**src/design/aceu_pkg.sv**
```systemverilog
// aceu_pkg: shared types and codes for the accumulator execute unit.
// Holds the opcode and request-class enums and the queued request record.
// No dependencies.
package aceu_pkg;

   typedef enum logic [2:0] {
      OP_ADD = 3'd0,
      OP_AND = 3'd1,
      OP_ORR = 3'd2,
      OP_XOR = 3'd3,
      OP_LDR = 3'd4,
      OP_STR = 3'd5,
      OP_JMP = 3'd6,
      OP_JNE = 3'd7
   } op_type;

   typedef enum logic {
      REQ_EXEC  = 1'b0,
      REQ_WRITE = 1'b1
   } req_kind_type;

   // class of a request after decode in the front end
   typedef enum logic [2:0] {
      K_ALU   = 3'd0,
      K_STR   = 3'd1,
      K_JMP   = 3'd2,
      K_JNE   = 3'd3,
      K_WRITE = 3'd4,
      K_FAULT = 3'd5
   } kind_type;

   // decoded request; addr and wval are already masked to the data width
   typedef struct packed {
      kind_type    kind;
      op_type      op;
      logic [7:0]  addr;
      logic [7:0]  wval;
   } item_type;

endpackage

```
**src/design/aceu_if.sv**
```systemverilog
// aceu_if: valid/ready channel interfaces of the accumulator execute unit.
// aceu_req_if carries requests in, aceu_rsp_if carries results out.
// No dependencies.
interface aceu_req_if;
   logic       valid;
   logic       ready;
   logic       req_type;
   logic [2:0] opcode;
   logic [7:0] operand_address;
   logic [7:0] write_value;

   modport source (output valid, output req_type, output opcode,
                   output operand_address, output write_value, input ready);
   modport sink   (input valid, input req_type, input opcode,
                   input operand_address, input write_value, output ready);
endinterface

interface aceu_rsp_if;
   logic       valid;
   logic       ready;
   logic [7:0] accumulator;
   logic [7:0] program_counter;
   logic       fault;

   modport source (output valid, output accumulator, output program_counter,
                   output fault, input ready);
   modport sink   (input valid, input accumulator, input program_counter,
                   input fault, output ready);
endinterface

```
**src/design/aceu_front.sv**
```systemverilog
// aceu_front: accepts requests, decodes and range-checks them, and queues
// them in a two-entry buffer for the back end.
// Depends on aceu_pkg and aceu_if.
module aceu_front #(
   parameter int ARCH_BITS = 8,
   parameter int MEM_WORDS = 256
) (
   input  logic               clock,
   input  logic               reset,
   aceu_req_if.sink           req_chan,
   input  logic               clearing,
   input  logic               pop,
   output logic               head_valid,
   output aceu_pkg::item_type head_item
);

   localparam logic [7:0] ADDR_MASK = (ARCH_BITS >= 8) ? 8'hFF
                                      : 8'((1 << ARCH_BITS) - 1);

   logic [7:0]         addr8;
   logic               in_mem;
   logic               push;
   aceu_pkg::item_type item;
   aceu_pkg::op_type   op;

   aceu_pkg::item_type q_ff [2];
   logic               wr_ptr_ff, wr_ptr_in;
   logic               rd_ptr_ff, rd_ptr_in;
   logic [1:0]         count_ff, count_in;

   // decode
   always_comb begin
      addr8     = req_chan.operand_address & ADDR_MASK;
      in_mem    = {24'd0, addr8} < 32'(MEM_WORDS);
      op        = aceu_pkg::op_type'(req_chan.opcode);
      item.op   = op;
      item.addr = addr8;
      item.wval = req_chan.write_value & ADDR_MASK;
      if (aceu_pkg::req_kind_type'(req_chan.req_type) == aceu_pkg::REQ_WRITE) begin
         item.kind = in_mem ? aceu_pkg::K_WRITE : aceu_pkg::K_FAULT;
      end else begin
         case (op)
            aceu_pkg::OP_JMP: item.kind = aceu_pkg::K_JMP;
            aceu_pkg::OP_JNE: item.kind = aceu_pkg::K_JNE;
            aceu_pkg::OP_STR: item.kind = in_mem ? aceu_pkg::K_STR : aceu_pkg::K_FAULT;
            default:          item.kind = in_mem ? aceu_pkg::K_ALU : aceu_pkg::K_FAULT;
         endcase
      end
   end

   always_comb begin
      req_chan.ready = (count_ff != 2'd2) && !clearing;
      push           = req_chan.valid && req_chan.ready;
      head_valid     = (count_ff != 2'd0);
      head_item      = q_ff[rd_ptr_ff];
      wr_ptr_in      = push ? !wr_ptr_ff : wr_ptr_ff;
      rd_ptr_in      = pop ? !rd_ptr_ff : rd_ptr_ff;
      count_in       = count_ff + 2'(push) - 2'(pop);
   end

   always_ff @(posedge clock) begin
      if (push) begin
         q_ff[wr_ptr_ff] <= item;
      end
   end

   always_ff @(posedge clock) begin
      if (reset) begin
         wr_ptr_ff <= 1'b0;
         rd_ptr_ff <= 1'b0;
         count_ff  <= 2'd0;
      end else begin
         wr_ptr_ff <= wr_ptr_in;
         rd_ptr_ff <= rd_ptr_in;
         count_ff  <= count_in;
      end
   end

endmodule

```
**src/design/aceu_back.sv**
```systemverilog
// aceu_back: reads data memory for the queued request, executes it against
// the accumulator and program counter, and holds the result for the sink.
// Depends on aceu_pkg and aceu_if.
module aceu_back #(
   parameter int ARCH_BITS = 8,
   parameter int MEM_WORDS = 256,
   parameter int INSN_STEP = 2
) (
   input  logic               clock,
   input  logic               reset,
   input  logic               head_valid,
   input  aceu_pkg::item_type head_item,
   output logic               pop,
   output logic               clearing,
   aceu_rsp_if.source         rsp_chan
);

   localparam int ADDR_W = (MEM_WORDS > 1) ? $clog2(MEM_WORDS) : 1;
   localparam logic [ADDR_W-1:0] LAST_IDX = ADDR_W'(MEM_WORDS - 1);

   logic [ARCH_BITS-1:0] mem_ff [MEM_WORDS];
   logic [ARCH_BITS-1:0] rd_ff;
   logic                 byp_ff;
   logic [ARCH_BITS-1:0] byp_data_ff;

   logic                 clr_active_ff;
   logic [ADDR_W-1:0]    clr_idx_ff;

   logic                 b_valid_ff;
   aceu_pkg::item_type   b_item_ff;
   logic [ARCH_BITS-1:0] acc_ff, acc_in;
   logic [ARCH_BITS-1:0] pc_ff, pc_in;

   logic                 rsp_valid_ff;
   logic [7:0]           rsp_acc_ff;
   logic [7:0]           rsp_pc_ff;
   logic                 rsp_fault_ff;

   logic                 b_fire;
   logic                 b_we;
   logic [ARCH_BITS-1:0] b_wdata;
   logic                 fault;
   logic [ADDR_W-1:0]    b_idx;
   logic [ADDR_W-1:0]    head_idx;
   logic [ARCH_BITS-1:0] operand;
   logic [ARCH_BITS-1:0] target;
   logic [ARCH_BITS-1:0] next_pc;
   logic                 mem_we;
   logic [ADDR_W-1:0]    mem_waddr;
   logic [ARCH_BITS-1:0] mem_wdata;

   always_comb begin
      clearing = clr_active_ff;
      b_fire   = b_valid_ff && (!rsp_valid_ff || rsp_chan.ready);
      pop      = head_valid && (!b_valid_ff || b_fire);
      b_idx    = ADDR_W'(b_item_ff.addr);
      head_idx = ADDR_W'(head_item.addr);
      operand  = byp_ff ? byp_data_ff : rd_ff;
      target   = ARCH_BITS'(b_item_ff.addr);
      next_pc  = pc_ff + ARCH_BITS'(INSN_STEP);
   end

   // execute
   always_comb begin
      acc_in  = acc_ff;
      pc_in   = pc_ff;
      b_we    = 1'b0;
      b_wdata = acc_ff;
      fault   = 1'b0;
      case (b_item_ff.kind)
         aceu_pkg::K_ALU: begin
            case (b_item_ff.op)
               aceu_pkg::OP_ADD: acc_in = acc_ff + operand;
               aceu_pkg::OP_AND: acc_in = acc_ff & operand;
               aceu_pkg::OP_ORR: acc_in = acc_ff | operand;
               aceu_pkg::OP_XOR: acc_in = acc_ff ^ operand;
               aceu_pkg::OP_LDR: acc_in = operand;
               default:          acc_in = acc_ff;
            endcase
            pc_in = next_pc;
         end
         aceu_pkg::K_STR: begin
            b_we  = 1'b1;
            pc_in = next_pc;
         end
         aceu_pkg::K_JMP: pc_in = target;
         aceu_pkg::K_JNE: pc_in = (acc_ff != '0) ? target : next_pc;
         aceu_pkg::K_WRITE: begin
            b_we    = 1'b1;
            b_wdata = ARCH_BITS'(b_item_ff.wval);
         end
         default: fault = 1'b1;
      endcase
   end

   // clearing sweep owns the write port after reset
   always_comb begin
      if (clr_active_ff) begin
         mem_we    = 1'b1;
         mem_waddr = clr_idx_ff;
         mem_wdata = '0;
      end else begin
         mem_we    = b_fire && b_we;
         mem_waddr = b_idx;
         mem_wdata = b_wdata;
      end
   end

   always_ff @(posedge clock) begin
      if (mem_we) begin
         mem_ff[mem_waddr] <= mem_wdata;
      end
   end

   always_ff @(posedge clock) begin
      if (pop) begin
         rd_ff       <= mem_ff[head_idx];
         // catch a store retiring in the same cycle to the word being read
         byp_ff      <= b_fire && b_we && (b_idx == head_idx);
         byp_data_ff <= b_wdata;
      end
   end

   always_ff @(posedge clock) begin
      if (pop) begin
         b_item_ff <= head_item;
      end
      if (b_fire) begin
         rsp_acc_ff   <= 8'(acc_in);
         rsp_pc_ff    <= 8'(pc_in);
         rsp_fault_ff <= fault;
      end
   end

   always_ff @(posedge clock) begin
      if (reset) begin
         clr_active_ff <= 1'b1;
         clr_idx_ff    <= '0;
         b_valid_ff    <= 1'b0;
         acc_ff        <= '0;
         pc_ff         <= '0;
         rsp_valid_ff  <= 1'b0;
      end else begin
         if (clr_active_ff) begin
            if (clr_idx_ff == LAST_IDX) begin
               clr_active_ff <= 1'b0;
            end
            clr_idx_ff <= clr_idx_ff + 1'b1;
         end
         if (pop) begin
            b_valid_ff <= 1'b1;
         end else if (b_fire) begin
            b_valid_ff <= 1'b0;
         end
         if (b_fire) begin
            acc_ff <= acc_in;
            pc_ff  <= pc_in;
         end
         if (b_fire) begin
            rsp_valid_ff <= 1'b1;
         end else if (rsp_chan.ready) begin
            rsp_valid_ff <= 1'b0;
         end
      end
   end

   always_comb begin
      rsp_chan.valid           = rsp_valid_ff;
      rsp_chan.accumulator     = rsp_acc_ff;
      rsp_chan.program_counter = rsp_pc_ff;
      rsp_chan.fault           = rsp_fault_ff;
   end

endmodule

```
**src/design/accumulator_cpu_execute_unit.sv**
```systemverilog
// Accumulator machine execute unit, eight instructions plus memory preload.
// Requests enter on req_chan (aceu_req_if sink): req_type 0 executes the
// instruction in opcode/operand_address, req_type 1 writes write_value into
// data memory. Each request gives one result on rsp_chan (aceu_rsp_if
// source): accumulator, program counter and a fault flag for an address
// beyond the memory, in which case no state changes.
// Path: an accepted request waits in the queue, then is read from memory,
// then is executed into the output register.
// Throughput: one request per cycle while rsp_chan takes every result, set
// by the memory read and execute loop on the accumulator; a store followed
// at once by a read of the same word is forwarded without a bubble.
// Reset: accumulator and program counter go to zero and a clearing sweep
// zeroes data memory, one word per cycle, over all MEM_WORDS words; req_chan
// ready stays low until the sweep ends.
// Stall: while rsp_chan is not taken the result holds, the back end stops,
// and the two-entry request queue fills before req_chan ready drops.
// Depends on aceu_pkg, aceu_if, aceu_front and aceu_back.
module accumulator_cpu_execute_unit #(
   parameter int ARCH_BITS = 8,
   parameter int MEM_WORDS = 256,
   parameter int INSN_STEP = 2
) (
   input logic        clock,
   input logic        reset,
   aceu_req_if.sink   req_chan,
   aceu_rsp_if.source rsp_chan
);

   logic               clearing;
   logic               pop;
   logic               head_valid;
   aceu_pkg::item_type head_item;

   aceu_front #(
      .ARCH_BITS (ARCH_BITS),
      .MEM_WORDS (MEM_WORDS)
   ) u_front (
      .clock      (clock),
      .reset      (reset),
      .req_chan   (req_chan),
      .clearing   (clearing),
      .pop        (pop),
      .head_valid (head_valid),
      .head_item  (head_item)
   );

   aceu_back #(
      .ARCH_BITS (ARCH_BITS),
      .MEM_WORDS (MEM_WORDS),
      .INSN_STEP (INSN_STEP)
   ) u_back (
      .clock      (clock),
      .reset      (reset),
      .head_valid (head_valid),
      .head_item  (head_item),
      .pop        (pop),
      .clearing   (clearing),
      .rsp_chan   (rsp_chan)
   );

endmodule

```
**src/flat_wrapper.sv**
```systemverilog
// flat-port wrapper written by rule: the top's interface ports become plain ports
module accumulator_cpu_execute_unit_flat 
#(
   parameter int ARCH_BITS = 8,
   parameter int MEM_WORDS = 256,
   parameter int INSN_STEP = 2
)
  (clock, reset, req_chan_valid, req_chan_req_type, req_chan_opcode, req_chan_operand_address, req_chan_write_value, req_chan_ready, rsp_chan_valid, rsp_chan_accumulator, rsp_chan_program_counter, rsp_chan_fault, rsp_chan_ready);
  aceu_req_if req_chan_i ();
  aceu_rsp_if rsp_chan_i ();
  input logic clock;
  input logic reset;
  input wire logic [$bits(req_chan_i.valid)-1:0] req_chan_valid;
  input wire logic [$bits(req_chan_i.req_type)-1:0] req_chan_req_type;
  input wire logic [$bits(req_chan_i.opcode)-1:0] req_chan_opcode;
  input wire logic [$bits(req_chan_i.operand_address)-1:0] req_chan_operand_address;
  input wire logic [$bits(req_chan_i.write_value)-1:0] req_chan_write_value;
  output wire logic [$bits(req_chan_i.ready)-1:0] req_chan_ready;
  output wire logic [$bits(rsp_chan_i.valid)-1:0] rsp_chan_valid;
  output wire logic [$bits(rsp_chan_i.accumulator)-1:0] rsp_chan_accumulator;
  output wire logic [$bits(rsp_chan_i.program_counter)-1:0] rsp_chan_program_counter;
  output wire logic [$bits(rsp_chan_i.fault)-1:0] rsp_chan_fault;
  input wire logic [$bits(rsp_chan_i.ready)-1:0] rsp_chan_ready;
  assign req_chan_i.valid = req_chan_valid;
  assign req_chan_i.req_type = req_chan_req_type;
  assign req_chan_i.opcode = req_chan_opcode;
  assign req_chan_i.operand_address = req_chan_operand_address;
  assign req_chan_i.write_value = req_chan_write_value;
  assign req_chan_ready = req_chan_i.ready;
  assign rsp_chan_valid = rsp_chan_i.valid;
  assign rsp_chan_accumulator = rsp_chan_i.accumulator;
  assign rsp_chan_program_counter = rsp_chan_i.program_counter;
  assign rsp_chan_fault = rsp_chan_i.fault;
  assign rsp_chan_i.ready = rsp_chan_ready;
  accumulator_cpu_execute_unit #(.ARCH_BITS(ARCH_BITS), .MEM_WORDS(MEM_WORDS), .INSN_STEP(INSN_STEP)) u_core (.clock(clock), .reset(reset), .req_chan(req_chan_i), .rsp_chan(rsp_chan_i));
endmodule
```
**config.mk**
```make
export PLATFORM = sky130hd
export DESIGN_NAME = accumulator_cpu_execute_unit_flat
export DESIGN_NICKNAME = d
export VERILOG_FILES = /design/src/design/aceu_pkg.sv /design/src/design/aceu_if.sv /design/src/design/aceu_front.sv /design/src/design/aceu_back.sv /design/src/design/accumulator_cpu_execute_unit.sv /design/src/flat_wrapper.sv
export SDC_FILE = /design/constraint.sdc
export NUM_CORES = 2
export LEC_CHECK = 0
export BUFFER_PORTS_ARGS = -buffer_cell sky130_fd_sc_hd__buf_2
export CORE_ASPECT_RATIO = 1.5
export CORE_MARGIN = 2
export CORE_UTILIZATION = 25
export CTS_CLUSTER_SIZE = 30
export DETAILED_ROUTE_END_ITERATION = 7
export GPL_ROUTABILITY_DRIVEN = 0
export PLACE_DENSITY = 0.45
export SYNTH_ARGS = -nofsm -noshare
export SYNTH_HDL_FRONTEND = slang
export SYNTH_SLANG_ARGS = --single-unit
```
**constraint.sdc**
```tcl
create_clock -name clock -period 9.5 [get_ports clock]
set_clock_uncertainty 0.1 [all_clocks]
set_input_delay 1.425 -clock clock [delete_from_list [all_inputs] [get_ports clock]]
set_output_delay 1.425 -clock clock [all_outputs]
set_load 0.02 [all_outputs]
```
# Yosys cells after proc, flatten, opt, wreduce, memory -nomap -nowiden
# Memory sizes are Yosys's and may differ from the RTL's. A register that Yosys moved wholly into a read port is not among the register bits.
# Cells that the tools add are included.
# W data, S select, Z words.
word_totals:
  regBits: 79
  mem_bits_rw: 2092
  n_memories: 2
mem_list:
  columns: ["name", "words", "width", "read_ports", "rd_ports_with_merged_regs", "wr", "line_no", "source"]
  rows:
  - ["u_core.u_back.mem_ff", 256, 8, 1, 1, 1, "aceu_back.sv:21", "logic [ARCH_BITS-1:0] mem_ff [MEM_WORDS];"]
  - ["u_core.u_front.q_ff", 2, 22, 1, 1, 1, "aceu_front.sv:26", "aceu_pkg::item_type q_ff [2];"]
op_classes:
  addsub: 5
  eq_ne: 14
  mux: 25
  bitwise: 3
  n_reduce_logical: 22
op_table:
  columns: ["operator", "count"]
  rows:
  - ["$mux W8", 6]
  - ["$pmux W8 S5", 1]
  - ["$pmux W8 S3", 1]
  - ["$eq A3 B3 Y1 const B", 5]
  - ["$mux W1", 15]
  - ["$eq A3 B2 Y1 const B", 4]
  - ["$add A8 B1 Y8 const B", 1]
  - ["$add A8 B2 Y8 const B", 1]
  - ["$add A8 B8 Y8", 1]
  - ["$and A8 B8 Y8", 1]
  - ["$eq A8 B8 Y1", 1]
  - ["$eq A8 B8 Y1 const B", 1]
  - ["$or A8 B8 Y8", 1]
  - ["$reduce_bool A8 Y1", 1]
  - ["$xor A8 B8 Y8", 1]
  - ["$eq A3 B1 Y1 const B", 2]
  - ["$logic_and A1 B1 Y1", 6]
  - ["$logic_not A3 Y1", 2]
  - ["$pmux W2 S3", 1]
  - ["$reduce_bool A2 Y1", 3]
  - ["$logic_not A1 Y1", 5]
  - ["$reduce_or A5 Y1", 1]
  - ["$reduce_or A2 Y1", 2]
  - ["$mux W3", 1]
  - ["4 further kinds", 5]

# Logic depth before layout (Yosys ltp)
depth:
  word_depth: 7
  depth_mapped: 15
  depth_no_buf: 12

# By module
# From an unflattened synthesis, not the netlist that was laid out.
unflattened:
  hier_cells: 4263
  area_unflattened_um2: 85568.3
modules_own_cells:
  columns: ["mod", "instances", "cells_per_inst", "area_each_um2", "seq_area_each_um2"]
  rows:
  - ["aceu_back", 1, 4167, 83712.8, 63721.1]
  - ["aceu_front", 1, 96, 1855.5, 1421.4]

# Least setup slack after synthesis
# No wires, ideal clock.
synth_path:
  kind: "reg-to-reg"
  start: "register u_core.u_back.b_item_ff[21] (netlist name)"
  end: "memory u_core.u_back.mem_ff[0][2] (data pin)"
  arrival_time_ps: 7697
  slack_ps: 254
  path_stages_with_launch: 7
  path_buffers: 2
  cell_sequence: "edfxtp_1 -> clkbuf_1 -> nor3b_1 -> clkbuf_1 -> nand2_1 -> o21ai_0 -> nor2b_1"
synth_via:
  elab_chain_cells: 3
synth_lines:
  columns: ["item", "line_no", "source"]
  rows:
  - ["from (decl)", "aceu_back.sv:30", "aceu_pkg::item_type b_item_ff;"]
  - ["from (signal assigned)", "aceu_back.sv:126", "b_item_ff <= head_item;"]
  - ["$eq A3 B3 Y1", "aceu_back.sv:70", "case (b_item_ff.kind)"]
  - ["$mux W8", "aceu_back.sv:70", null]
  - ["via u_core.u_back.b_wdata[2]", "aceu_back.sv:41", "logic [ARCH_BITS-1:0] b_wdata;"]
  - ["$mux W8", "aceu_back.sv:98", "if (clr_active_ff) begin"]
  - ["via u_core.u_back.mem_wdata[2]", "aceu_back.sv:50", "logic [ARCH_BITS-1:0] mem_wdata;"]
  - ["to (decl)", "aceu_back.sv:21", null]
# The timed path passes the listed nets, and every way through them passes these cells.

==> flow_summary.ini <==
[logic_synthesis]
async_flop_share = 0
ys_seq_area_frac = 0.749
synth_xor_area_frac = 0.00242
ys_ff_latch = 2180
synth.area.mux_share = 0.0763
synth_top_area_cell = edfxtp_1
yosys_most_used_dff = edfxtp_1
synth_warnings = 0
netlist_area_sq_um = 87000
synth_area_per_cell_sq_um = 15.2
synth_edf_count = 2148
synth.top_cell.area_share = 0.741
synth_fp_nets = 5753
synth_area_leaders = edfxtp_1, nand2_1, mux2i_1
syn_inst = 5705
synth_top_family_by_area = simple AND/OR/NAND/NOR gates
synth_adder_area_share = 0.00354
synth_simple_gate_area_share = 0.0830
synth_compound_area_frac = 0.0633
ys_types = 75

[floorplan]
die-area_sq_um = 353000
die_y_um = 726
num_rows = 265
pin_count = 43
dieWidth_um = 486
start_util = 0.251
coreArea_sq_um = 347000

[place]
hpwl_um = 171000
dp_cells = 10000
port-buffer-count = 42

[clock_tree]
cts.clk_slew.worst_paths_ps = 70
post-cts-setup-buffer-count = 0
cts_buffer_depth = 4
cts_root_buffer = clkbuf_16
h-tree-depth = 4
insertion_delay_ps = 880
tritoncts = done
hold_buffers = 0
cts.sinks = 2180
cts_buffers = 202
cts_resized = 0

[drt]
met3_length_um = 12400
wl_met1_um = 112000
drc = 0
antenna_left = 0
routed_wl_um = 289000
wl_met2_um = 150000
vias = 50400
wire_per_inst_um = 27.7
first_pass_iters = 7
dr.first_iter.drc_count = 4535
top_layer_used = met4
viasPerCell = 4.84

[flow_run]
maxCapViolCount = 0

[grt]
grt_util_all_layers = 0.159
grt_pass1_wl_um = 405000
overflow = 0
first_global_vias = 51100
grt_max_degree = 152
antenna_found_initial = 9

[setup_path]
reg2reg_to = u_core.u_back.rd_ff[2]
ff2ff_setup_slack_ps = 3960
r2r_cells = 11
path_class = reg -> reg
end_kind = register
cp.required_ps = 10030
critical_path_arrival_ps = 6070
cp_max_fo = 119
startpoint_type = register

[cells_and_area]
drive_above_1_share = 0.117
syn_to_final_growth_pct = 14.1
nets = 5758
final_cells = 10400

[sta]
worst_pin_slew_ps = 1260
post-route-min-period_ps = 5540
setup_viol = 0
slew_viol_final = 0
rsz0062_at_grt = false
fmax_mhz = 180
fin_crit_sh = 0.583
final_hold_viol_count = 0
max_slew_margin = 0.154
whs_ps = 362
tns_ps = 0

[pwr]
vdd_drop_max_mv = 0.210
power.leakage_uw = 0.0348
clockPowerShare = 0.373
switching_share = 0.280
netSwitchingPower_uw = 6260
power_density_nw_per_um2 = 226
seq_power_share = 0.478
p_int_uw = 16100
combPwrFrac = 0.148

[status]
outcome = complete, no violations

[min_path]
holdPathEnd = u_core.u_back.pc_ff[0]
hold_class = reg -> reg
hp-start = u_core.u_back.pc_ff[0]
min_path_cells = 2
layer usage:
layer	up-vias	global-route usage
met5	-	0
met4	0	0.0738
met3	461	0.0166
met2	1562	0.286
met1	26400	0.188
li1	21900	-
registers in the layout, summed over array words and instances (netlist names), named ones only:
signal                                  count
u_core.u_back.b_valid_ff                    1
u_core.u_back.clr_idx_ff                    8
u_core.u_back.rsp_chan.accumulator          8
u_core.u_back.rsp_chan.program_counter      8
u_core.u_back.rsp_chan.fault                1
u_core.u_front.count_ff                     2
u_core.u_back.clearing                      1
u_core.u_back.byp_ff                        1
u_core.u_back.rsp_chan.valid                1
u_core.u_front.q_ff                        44
u_core.u_back.b_idx                         8
u_core.u_front.wr_ptr_ff                    1
u_core.u_front.rd_ptr_ff                    1
u_core.u_back.b_item_ff                    14
u_core.u_back.byp_data_ff                   8
u_core.u_back.acc_ff                        8
u_core.u_back.pc_ff                         8
u_core.u_back.mem_ff                     2048
u_core.u_back.rd_ff                         8
synthesized netlist by cell type, types with 6 or more instances:
library cell  number
ha_1              23
a21oi_1          289
buf_2             82
a2111oi_0         30
a31oi_1           43
nor4_1            20
and3_1            51
mux4_2           132
clkbuf_1         188
nand2_1          995
a211oi_1          22
nor3_1            80
o22ai_1          109
buf_4             53
nor2b_1           13
o221ai_1          85
nand3_1          215
o2111ai_1          7
mux2i_1          341
nand2b_1          14
or3_1             12
o311ai_0          10
nor2_1           303
mux2_2            19
o31ai_1            6
buf_1             31
o32ai_1           27
xor2_1             6
nand4_1           11
xnor2_1           18
o21ai_0           96
edfxtp_1        2148
dfxtp_1           32
buf_6             17
a311oi_1          56
inv_1             36
o211ai_1           7
logic make-up after synthesis:
family	after synthesis
XOR/XNOR	24
buffers and inverters	412
multiplexers	494
AND/OR/NAND/NOR	1729
adder cells (fa/ha/maj)	24
AO/OA/AOI/OAI	842
flip-flops	2180
worst max path at each step:
stage	from	end	slack, ps	cells after the start
finish	register	u_core.u_back.rd_ff[2]	3960	11
floorplan	u_core.u_back.b_item_ff[21]	u_core.u_back.mem_ff[0][2]	250	6
CTS	register	u_core.u_back.rd_ff[7]	3990	11
global placement	register	u_core.u_back.rd_ff[4]	2980	10
detailed placement	rsp_chan_ready	u_core.u_back.mem_ff[240][7]	3710	9
global route	register	u_core.u_back.rd_ff[7]	3810	11
final cells by class:
type	instances	area, sq um
antenna	3	7.51
clock buffer	237	5280
clock inverter	122	1280
fill	34700	248000
inverter	41	179
multi-input combinational	3113	20200
sequential	2180	65100
tap	4539	5680
timing repair buffer	172	1450
worst max-delay path, stage by stage, from the launching register on:
cell and delay, ps:
dfxtp_2 420, mux2i_4 230, buf_12 250, inv_8 700, buf_12 470, buf_4 560
mux4_2 580, a2111oi_0 870, nor3_1 290, nor2_1 280, a221oi_1 110, a31o_1 200
metrics by stage:
stage               area [sq um]  setup slack [ps]  total power [uW]   util
floorplan                  87000               254             12800      -
global placement           92700              2980             14300  0.267
detailed placement         92700              3710             14300  0.267
CTS                        99200              3990             22600  0.286
global route               99200              3810             23000  0.286
finish                     99300              3960             22400  0.286
power by group through the flow:
stage                     registers [uW]  logic (uW)  clock network (uW)
after CTS                          10700        3350                8510
after detailed placement           10900        3340                   0
after global routing               10700        3460                8840
after floorplan                    10900        1920                   0
final                              10700        3320                8360
after global placement             10900        3330                   0
placed cells by master, fill, tap and decap left out, types with 34 or more instances in the layout:
| master | instances |
|---|---|
| a311oi_1 | 56 |
| o22ai_1 | 107 |
| edfxtp_1 | 2148 |
| and3_1 | 51 |
| nor2_1 | 298 |
| nor3_1 | 79 |
| a21oi_1 | 288 |
| o21ai_0 | 92 |
| buf_2 | 42 |
| a31oi_1 | 43 |
| o221ai_1 | 85 |
| clkinv_1 | 34 |
| inv_1 | 35 |
| clkinv_2 | 46 |
| mux2i_1 | 337 |
| clkbuf_16 | 205 |
| nand2_1 | 975 |
| mux4_2 | 132 |
| buf_4 | 108 |
| nand3_1 | 215 |
(Power assumes the default switching activity.)
